==> config.mk <==
export PLATFORM = sky130hd
export DESIGN_NAME = gas_cell_rule
export DESIGN_NICKNAME = d
export VERILOG_FILES = /design/src/rtl/grid_automaton_step_assert.svh /design/src/rtl/gas_pkg.sv /design/src/rtl/gas_cell_rule.sv
export SDC_FILE = /design/constraint.sdc
export NUM_CORES = 1
export LEC_CHECK = 0
export BUFFER_PORTS_ARGS = -buffer_cell sky130_fd_sc_hd__clkbuf_2
export CORE_UTILIZATION = 47
export DETAILED_ROUTE_END_ITERATION = 16
export PLACE_DENSITY_LB_ADDON = 0.15
export SYNTH_ARGS = -nofsm -noshare
export SYNTH_HDL_FRONTEND = slang
export SYNTH_SLANG_ARGS = --single-unit
==> constraint.sdc <==
create_clock -name vclk -period 11.16
set_clock_uncertainty 0.1 [all_clocks]
set_input_delay 2.232 -clock vclk [all_inputs]
set_output_delay 2.232 -clock vclk [all_outputs]
set_load 0.01 [all_outputs]
==> src/rtl/grid_automaton_step_assert.svh <==
// assertion macros for the grid automaton step block
// expects clk_i in the scope of every use, and rst_ni for GAS_ASSERT
`ifndef GRID_AUTOMATON_STEP_ASSERT_SVH
`define GRID_AUTOMATON_STEP_ASSERT_SVH
`ifndef SYNTHESIS
`define GAS_ASSERT(lbl, prop, msg) \
  lbl: assert property (@(posedge clk_i) disable iff (!rst_ni) (prop)) else $error(msg);
`define GAS_ASSERT_ALWAYS(lbl, prop, msg) \
  lbl: assert property (@(posedge clk_i) (prop)) else $error(msg);
`else
`define GAS_ASSERT(lbl, prop, msg)
`define GAS_ASSERT_ALWAYS(lbl, prop, msg)
`endif
`endif

==> src/rtl/gas_pkg.sv <==
// shared types and constants of the grid automaton step block
// no dependencies
`default_nettype none

package gas_pkg;

  localparam int unsigned DefMaxWidth  = 256;
  localparam int unsigned DefMaxHeight = 4096;

  localparam int unsigned CellW       = 8;
  localparam int unsigned CfgIdxW     = 3;
  localparam int unsigned CfgDataW    = 13;
  localparam int unsigned GridWidthW  = 9;
  localparam int unsigned GridHeightW = 13;
  localparam int unsigned LimitW      = 4;

  localparam logic [GridWidthW-1:0]  RstGridWidth  = 9'd30;
  localparam logic [GridHeightW-1:0] RstGridHeight = 13'd15;
  localparam logic [CellW-1:0]       RstAliveValue = 8'd88;
  localparam logic [CellW-1:0]       RstDeadValue  = 8'd46;
  localparam logic [LimitW-1:0]      RstBirthLimit = 4'd4;
  localparam logic [LimitW-1:0]      RstDeathLimit = 4'd3;

  typedef enum logic [CfgIdxW-1:0] {
    REG_GRID_WIDTH  = 3'd0,
    REG_GRID_HEIGHT = 3'd1,
    REG_ALIVE_VALUE = 3'd2,
    REG_DEAD_VALUE  = 3'd3,
    REG_BIRTH_LIMIT = 3'd4,
    REG_DEATH_LIMIT = 3'd5
  } gas_reg_e;

  typedef logic [CellW-1:0] gas_cell_t;

  // [column][row], column 0 left, row 0 top
  typedef gas_cell_t [2:0][2:0] gas_window_t;
  typedef logic [2:0][2:0] gas_mask_t;

  typedef struct packed {
    gas_cell_t         alive_value;
    gas_cell_t         dead_value;
    logic [LimitW-1:0] birth_limit;
    logic [LimitW-1:0] death_limit;
  } gas_rule_cfg_t;

  typedef struct packed {
    logic rd_en;
    logic wr_en;
    logic shift;
  } gas_buf_ctrl_t;

endpackage

`default_nettype wire

==> src/rtl/gas_cell_rule.sv <==
// birth and death rule over one 3x3 neighbourhood
// depends on gas_pkg
`default_nettype none

module gas_cell_rule (
  input  gas_pkg::gas_window_t   window_i,
  input  gas_pkg::gas_mask_t     in_grid_i,
  input  gas_pkg::gas_rule_cfg_t cfg_i,
  output gas_pkg::gas_cell_t     cell_o
);
  import gas_pkg::*;

  gas_window_t cells;
  logic [3:0]  alive_cnt;
  gas_cell_t   centre;

  // positions off the grid read as alive
  always_comb begin
    for (int c = 0; c < 3; c++) begin
      for (int r = 0; r < 3; r++) begin
        cells[c][r] = in_grid_i[c][r] ? window_i[c][r] : cfg_i.alive_value;
      end
    end
  end

  always_comb begin
    alive_cnt = '0;
    for (int c = 0; c < 3; c++) begin
      for (int r = 0; r < 3; r++) begin
        if (!(c == 1 && r == 1) && cells[c][r] == cfg_i.alive_value) begin
          alive_cnt = alive_cnt + 4'd1;
        end
      end
    end
  end

  assign centre = cells[1][1];

  always_comb begin
    priority if (centre == cfg_i.alive_value) begin
      cell_o = (alive_cnt < cfg_i.death_limit) ? cfg_i.dead_value : centre;
    end else if (centre == cfg_i.dead_value) begin
      cell_o = (alive_cnt > cfg_i.birth_limit) ? cfg_i.alive_value : centre;
    end else begin
      cell_o = centre;
    end
  end

endmodule

`default_nettype wire

==> out/metrics.cfg <==
[outcome]
status = completed

[global_route]
grtUsageTotal_pct = 25.0
grt_max_degree = 12
grt_pass1_vias = 1967
antenna_found_initial = 0
grt_first_pass_wirelength_um = 8780
grt_overflow = 0

[route]
wl_per_cell_um = 13.9
wl_um = 5640
drt_pass1_iterations = 4
via_count = 2119
first_iter_violations = 77
antenna_left = 0
via_per_inst = 5.23
drc = 0

[timing]
setup_violations = 0
max_slew_margin_pct = 57.4
rsz0062_at_grt = false
fmaxAchievable_mhz = 94.7
fin_tns_setup_ns = 0
setup_ws_ns = 0.602
post-route-period-util_pct = 94.6
tightestPinTransition_ns = 0.633
period_needed_ns = 10.56
slew_violations = 0
hold_viol_final = 0

[critical_path]
worstSetupEndpointType = primary output
arrival_ns = 8.23
path_max_fanout = 11
crit_type = input port to primary output
cp_data_required_time_ns = 8.83
startpoint_type = input port

[power]
p_leak_nw = 1.23
peakVddDrop_mv = 0.0498
finalPower_w = 0.000209
power_density_nw_per_um2 = 82.7

[yosys]
avgSynthCellArea_um2 = 7.91
synth_top_area_share_pct = 29.4
synth_seq_area_share_pct = 0
synth_cells = 252
netlist_area_um2 = 1990
synth.most_common_cell = xnor2_1
yosysTopAreaCell = xnor2_1
synth_commonest_cells = 67 x xnor2_1, 27 x xor2_1, 20 x inv_1, 16 x nand4_1, 15 x a21oi_1
yosysWarnings = 0
mappedNetlistNets = 371
ys_types = 45
synth_area_leaders = xnor2_1 29%, xor2_1 12%, ha_1 8.8%, nand4_1 5.0%, buf_6 4.0%

[place]
dpl.hpwl_um = 4840
post_dp_cell_area_um2 = 2520
portBuffers = 113
place_ws_ns = 0.641
place_congestion = 0.884

[run]
drv_cap = 0

[finish]
flops_and_latches = 0
n_fill_cell = 375
fin_nets = 476
drive_above_1_share_pct = 34.6
clkbuf_count = 0
utilization_pct = 62.6
diodes = 0
area_growth_pct = 26.5
seqCellArea_um2 = 0
fin_area_um2 = 2520

[die]
initial_core_util_pct = 49.5
rows = 23
core-area_um2 = 4030
dieArea_um2 = 4510
die_height_um = 67.1
io_pins = 113
die_w_um = 67.1

[cts]
hold_buffers = 0
ctsResizeCount = 0
postCtsSetupRepairBufs = 0

[min_path]
hold_path_class = input port to primary output

layer usage:
layer | up-vias | routed length [um] | GRT usage (%)
met5 | - | 0 | 0
met4 | 0 | 54 | 2.39
met2 | 70 | 2770 | 44.8
met3 | 4 | 226 | 0.845
met1 | 947 | 2590 | 34.1
li1 | 1098 | - | -
placed cells by master, fill, tap and decap left out, types with 2 or more instances in the layout:
cell and instances:
a211oi_1 2, a21boi_0 2, a21o_1 3, a21oi_1 15
clkbuf_2 113, ha_1 14, inv_1 20, mux2_2 3
mux2i_1 7, nand2_1 8, nand3_1 3, nand4_1 16
nor2_1 4, nor4_1 4, o211a_1 3, o21a_1 2
o21ai_0 9, o22ai_1 9, xnor2_1 67, xnor3_1 2
xor2_1 27
worst max-delay path, cell delays in order:
cell and delay [ns]:
clkbuf_2 0.31, xor2_1 0.18, nor4_1 0.07, a21boi_0 0.37, inv_1 0.09, ha_1 0.42, xor2_4 0.25, xnor2_1 0.38
ha_1 0.33, nor2_1 0.13, nor2_1 0.06, xnor2_1 0.12, mux2_2 0.28, ha_1 0.28, mux2_2 0.28, ha_1 0.20
nand2_1 0.07, xnor2_1 0.15, xnor2_1 0.19, ha_1 0.29, a41oi_1 0.22, nand4_1 0.10, or4_1 0.60, nand3_2 0.21
o22ai_1 0.11, a21oi_1 0.13, clkbuf_2 0.16
per-stage QoR:
step / instances / hold WS, ns
after floorplan: 252 / 4.53
after global placement: 405 / 4.75
after detailed placement: 405 / 4.75
after CTS: 405 / 4.76
after global routing: 405 / 4.78
final: 405 / 4.75
cells by family after synthesis:
| logic type | Yosys count | share of synthesized area, % |
|---|---|---|
| buffers and inverters | 30 | 8.72 |
| adders and majority gates | 14 | 8.78 |
| and+or+nand+nor | 45 | 13.2 |
| AOI/OAI and AO/OA | 56 | 19.1 |
| muxes | 10 | 5.21 |
| xor gates and xnor gates | 97 | 44.9 |
final timing paths:
kind | slack, ns | cells past startpoint | start | end
setup / recovery | 0.60 | 27 | cfg_i[23] | cell_o[6]
hold / removal | 4.75 | 4 | window_i[39] | cell_o[7]
power breakdown:
part / leakage (nW) / switching, W / internal, W
registers: 0 / 0 / 0
logic: 1.23 / 0.000108 / 0.000100
clock network: 0 / 0 / 0
total: 1.23 / 0.000108 / 0.000100
layout make-up:
type | instances | area (um^2) | area share [%]
Multi-Input combinational cell | 222 | 1820 | 72.1
Timing Repair Buffer | 113 | 566 | 22.4
Inverter | 20 | 75.1 | 2.97
Tap cell | 50 | 62.6 | 2.48
No activity file was read; power rests on OpenSTA's default activity.
