===== src/rtl/grid_automaton_step_assert.svh =====
// assertion macros for the grid automaton step block
// expects clk_i in the scope of every use, and rst_ni for GAS_ASSERT
`ifndef GRID_AUTOMATON_STEP_ASSERT_SVH
`define GRID_AUTOMATON_STEP_ASSERT_SVH
`ifndef SYNTHESIS
`define GAS_ASSERT(lbl, prop, msg) \
  lbl: assert property (@(posedge clk_i) disable iff (!rst_ni) (prop)) else $error(msg);
`define GAS_ASSERT_ALWAYS(lbl, prop, msg) \
  lbl: assert property (@(posedge clk_i) (prop)) else $error(msg);
`else
`define GAS_ASSERT(lbl, prop, msg)
`define GAS_ASSERT_ALWAYS(lbl, prop, msg)
`endif
`endif


===== src/rtl/gas_pkg.sv =====
// shared types and constants of the grid automaton step block
// no dependencies
`default_nettype none

package gas_pkg;

  localparam int unsigned DefMaxWidth  = 256;
  localparam int unsigned DefMaxHeight = 4096;

  localparam int unsigned CellW       = 8;
  localparam int unsigned CfgIdxW     = 3;
  localparam int unsigned CfgDataW    = 13;
  localparam int unsigned GridWidthW  = 9;
  localparam int unsigned GridHeightW = 13;
  localparam int unsigned LimitW      = 4;

  localparam logic [GridWidthW-1:0]  RstGridWidth  = 9'd30;
  localparam logic [GridHeightW-1:0] RstGridHeight = 13'd15;
  localparam logic [CellW-1:0]       RstAliveValue = 8'd88;
  localparam logic [CellW-1:0]       RstDeadValue  = 8'd46;
  localparam logic [LimitW-1:0]      RstBirthLimit = 4'd4;
  localparam logic [LimitW-1:0]      RstDeathLimit = 4'd3;

  typedef enum logic [CfgIdxW-1:0] {
    REG_GRID_WIDTH  = 3'd0,
    REG_GRID_HEIGHT = 3'd1,
    REG_ALIVE_VALUE = 3'd2,
    REG_DEAD_VALUE  = 3'd3,
    REG_BIRTH_LIMIT = 3'd4,
    REG_DEATH_LIMIT = 3'd5
  } gas_reg_e;

  typedef logic [CellW-1:0] gas_cell_t;

  // [column][row], column 0 left, row 0 top
  typedef gas_cell_t [2:0][2:0] gas_window_t;
  typedef logic [2:0][2:0] gas_mask_t;

  typedef struct packed {
    gas_cell_t         alive_value;
    gas_cell_t         dead_value;
    logic [LimitW-1:0] birth_limit;
    logic [LimitW-1:0] death_limit;
  } gas_rule_cfg_t;

  typedef struct packed {
    logic rd_en;
    logic wr_en;
    logic shift;
  } gas_buf_ctrl_t;

endpackage

`default_nettype wire


===== src/rtl/gas_window.sv =====
// two row line buffers and the 3x3 neighbourhood window registers
// depends on gas_pkg
`default_nettype none

module gas_window #(
  parameter int unsigned MaxWidth = gas_pkg::DefMaxWidth
) (
  input  logic                          clk_i,
  input  gas_pkg::gas_buf_ctrl_t        ctrl_i,
  input  logic [$clog2(MaxWidth)-1:0]   rd_addr_i,
  input  logic [$clog2(MaxWidth)-1:0]   wr_addr_i,
  input  gas_pkg::gas_cell_t            cell_i,
  output gas_pkg::gas_window_t          window_o
);
  import gas_pkg::*;

  gas_cell_t       upper_mem [MaxWidth];
  gas_cell_t       lower_mem [MaxWidth];
  gas_cell_t       upper_raw_q;
  gas_cell_t       lower_raw_q;
  gas_cell_t       upper_byp_q;
  gas_cell_t       lower_byp_q;
  logic            byp_q;
  gas_cell_t       upper_rd;
  gas_cell_t       lower_rd;
  gas_cell_t [2:0] incoming;
  gas_cell_t [2:0] left_q;
  gas_cell_t [2:0] centre_q;

  always_ff @(posedge clk_i) begin
    if (ctrl_i.wr_en) begin
      upper_mem[wr_addr_i] <= lower_rd;
      lower_mem[wr_addr_i] <= cell_i;
    end
  end

  always_ff @(posedge clk_i) begin
    if (ctrl_i.rd_en) begin
      upper_raw_q <= upper_mem[rd_addr_i];
      lower_raw_q <= lower_mem[rd_addr_i];
    end
  end

  // same column written and read in one cycle (single column rows)
  always_ff @(posedge clk_i) begin
    if (ctrl_i.rd_en) begin
      byp_q       <= ctrl_i.wr_en && (wr_addr_i == rd_addr_i);
      upper_byp_q <= lower_rd;
      lower_byp_q <= cell_i;
    end
  end

  assign upper_rd = byp_q ? upper_byp_q : upper_raw_q;
  assign lower_rd = byp_q ? lower_byp_q : lower_raw_q;

  assign incoming[0] = upper_rd;
  assign incoming[1] = lower_rd;
  assign incoming[2] = cell_i;

  always_ff @(posedge clk_i) begin
    if (ctrl_i.shift) begin
      left_q   <= centre_q;
      centre_q <= incoming;
    end
  end

  assign window_o[0] = left_q;
  assign window_o[1] = centre_q;
  assign window_o[2] = incoming;

endmodule

`default_nettype wire


===== config.mk =====
export PLATFORM = sky130hd
export DESIGN_NAME = gas_window
export DESIGN_NICKNAME = d
export VERILOG_FILES = /design/src/rtl/grid_automaton_step_assert.svh /design/src/rtl/gas_pkg.sv /design/src/rtl/gas_window.sv
export SDC_FILE = /design/constraint.sdc
export NUM_CORES = 2
export LEC_CHECK = 0
export BUFFER_PORTS_ARGS = -buffer_cell sky130_fd_sc_hd__buf_2
export CAP_MARGIN = 20
export CORE_UTILIZATION = 30
export DETAILED_ROUTE_END_ITERATION = 6
export PLACE_DENSITY = 0.56
export SETUP_SLACK_MARGIN = 0.05
export SLEW_MARGIN = 10
export SYNTH_ARGS = -nofsm -noshare
export SYNTH_HDL_FRONTEND = slang
export SYNTH_SLANG_ARGS = --single-unit
export TNS_END_PERCENT = 30

===== constraint.sdc =====
create_clock -name clk_i -period 7.8 [get_ports clk_i]
set_clock_uncertainty 0.1 [all_clocks]
set_input_delay 1.56 -clock clk_i [delete_from_list [all_inputs] [get_ports clk_i]]
set_output_delay 1.56 -clock clk_i [all_outputs]
set_load 0.005 [all_outputs]

==> results.toml <==
[timing]
fin_tns_setup_ns = 0
slew_headroom_pct = 18.6
period_share_pct = 64.0
drv_slew = 0
fin_hold_ws_ns = 0.341
period_needed_ns = 5.00
hold_viol = 0
tightest_slew_ns = 1.22
max_freq_mhz = 200
rsz0062_at_grt = "no"
setup_viol = 0

[synthesis]
synth_fa_ha_area_share_pct = 0
yosysUniqueCellTypes = 62
syn_nets = 7543
syn_inst = 7515
ys_seq_area_share_pct = 77.7
ys.flop_type = "edfxtp_1"
synthMuxAreaShare_pct = 15.2
synth_enable_flop_cells = 4177
synth_top_family_by_area = "multiplexers"
yosys.area_share.xor_xnor_pct = 0.0434
ys_warn_count = 0
synth-simple-area-share_pct = 1.92
synth_compound_area_share_pct = 3.22
synth.avg_cell_area_um2 = 21.5
synth.cell_area_um2 = 161000
async_flop_share_pct = 0
ys_ff_latch = 4177

[critical_path]
crit_family = "simple AND/OR/NAND/NOR gates"
critPathSlowestCell = "o31ai_1"
cp_cell_sequence = "buf_8, nand2b_4, buf_4, buf_4, o22ai_1, a2111oi_0, o31ai_1, nand3_1, nor4_1"
worstSetupPathType = "input port to flop"
cp.arrival_ns = 5.70
worst_r2r_path_depth = 4
endpoint_kind = "flop"
worstPathMaxFanout = 41
path_buf_inv = 3
crit_path_max_incr_delay_ns = 0.93
required_ns = 8.51
path_depth = 9
cpMostUsedCell = "buf_4"
critPathLaunchType = "input port"

[floorplanning]
design.core.area_um2 = 536000
dieHeight_um = 736
ios = 100
start_util_pct = 30.1
die_area_um2 = 541000
num_rows = 269
die_x_um = 736

[finish]
area_growth_pct = 15.3
layout.nets = 8073
layout-drive-gt1-share_pct = 25.0
fin_cells = 15600
final_core_util_pct = 34.7

[clock_network]
clk_pin_slew_ns = 0.07
numClockSinks = 4177
cts-root-buf = "clkbuf_16"
cts_tree = "built"
clock_latency_ns = 1.01
h-tree-depth = 5
post_cts_resized = 0
cts_setup_buffers = 0
cts_buffer_depth = 4
hold_buffers = 0
numCtsBuffers = 420

[place]
dpl.hpwl_um = 280000
io_buffers = 99
gp_congestion = 0.854
dpl.cell_count = 14800

[global_route]
grt_pass1_vias = 80600
grt-ovfl-total = 0
grt_start_max_net_pins = 170
grt_pass1_wl_um = 645000
grt.total_usage_pct = 16.6
antenna_found_initial = 45

[routing]
viasPerCell = 5.22
detail_route.wl_per_cell_um = 29.8
route.detailed.drc = 22
antenna_left = 0
routed_wl_um = 465000
first_pass_iters = 7
drtIter0Drc = 10400
routed-via-count = 81300

[power_and_ir_drop]
cellPowerDensity_nw_per_um2 = 256
leakagePower_uw = 0.0583
ir_drop_v = 0.000188

[job]
cap_viol_max_count = 0

[hold_path]
holdPathStages = 0
hp-class = "flop to flop"

[status]
violations = "design-rule violations"
status = "finished, violations left"
-- per-stage QoR --
stage	total power, uW	area [um2]	setup slack, ns
after floorplan	27000	161000	3.30
after global placement	28200	172000	0.327
after detailed placement	28300	173000	1.88
after CTS	48000	186000	2.97
after global routing	48900	186000	2.75
final	47600	186000	2.80
-- cells in the final DEF (no fill, tap or decap), types with 15 or more instances in the layout --
master	synthesis	layout
a21oi_1	142	142
mux4_2	750	750
clkinv_2	0	82
nor2_1	307	194
nand3_1	39	35
o21ai_0	45	45
clkinv_1	0	83
clkbuf_16	0	422
buf_12	14	26
a22o_1	36	36
clkbuf_1	192	79
mux2i_1	652	652
bufinv_16	0	37
o22ai_1	154	154
nor3_1	142	133
diode_2	0	18
buf_8	29	40
nand2_1	82	70
buf_2	81	89
edfxtp_1	4177	4177
nor2_2	0	108
mux4_1	35	35
a22oi_1	18	18
nor4_1	46	38
buf_4	44	404
o221ai_1	264	264
a211oi_1	15	15
-- Yosys cell counts, drive strengths merged, types with 22 or more instances --
| cell | number | area share (%) |
|---|---|---|
| nor4 | 47 | 0.19 |
| mux2 | 22 | 0.15 |
| a21oi | 142 | 0.44 |
| clkbuf | 193 | 0.45 |
| o21ai | 48 | 0.15 |
| nor3 | 142 | 0.44 |
| o221ai | 265 | 1.4 |
| mux4 | 785 | 11 |
| nand2 | 83 | 0.19 |
| edfxtp | 4177 | 78 |
| nor2 | 307 | 0.71 |
| a22o | 36 | 0.20 |
| buf | 268 | 1.5 |
| mux2i | 652 | 4.0 |
| nand3 | 39 | 0.12 |
| o22ai | 154 | 0.60 |
-- logic make-up after synthesis --
family / count (synthesis)
flip-flops: 4177
multiplexers: 1459
AO/OA/AOI/OAI: 724
AND/OR/NAND/NOR: 682
buffers and inverters: 465
XOR/XNOR: 8
-- routing by layer --
layer / GRT usage (%) / vias to the layer above / routed length, um
li1: - / 32900 / -
met1: 23.0 / 44000 / 190000
met2: 26.9 / 3759 / 221000
met3: 2.88 / 628 / 39100
met4: 4.97 / 20 / 14300
met5: 0 / - / 136
-- power breakdown --
group,switching [uW],internal (uW)
logic,1890,777
registers,38.6,25100
clock network,8690,11200
total,10600,37000
-- registers in the layout, summed over array words and instances (netlist names) --
register,cells
lower_mem,2048
upper_mem,2048
window_o,48
lower_byp_q,8
lower_raw_q,8
upper_byp_q,8
upper_raw_q,8
byp_q,1
-- final cells by class --
class                   count  area [um2]
clock inverters           254        2540
well taps                7181        8980
inverters                   4        27.5
flip-flops and latches   4177      125000
fillers                 49500      350000
multi-input cells        2873       33600
clock buffers             501       10900
diodes                     18        45.0
repair buffers            569        4750
-- worst paths after layout --
check	start	to	slack, ns
max	rd_addr_i[1]	upper_raw_q[5]	2.80
min	window_o[29]	window_o[5]	0.34
max reg2reg	byp_q	upper_mem[58][0]	3.97
min reg2reg	window_o[29]	window_o[5]	0.34
Note: power is estimated with default switching activity, not from simulation.
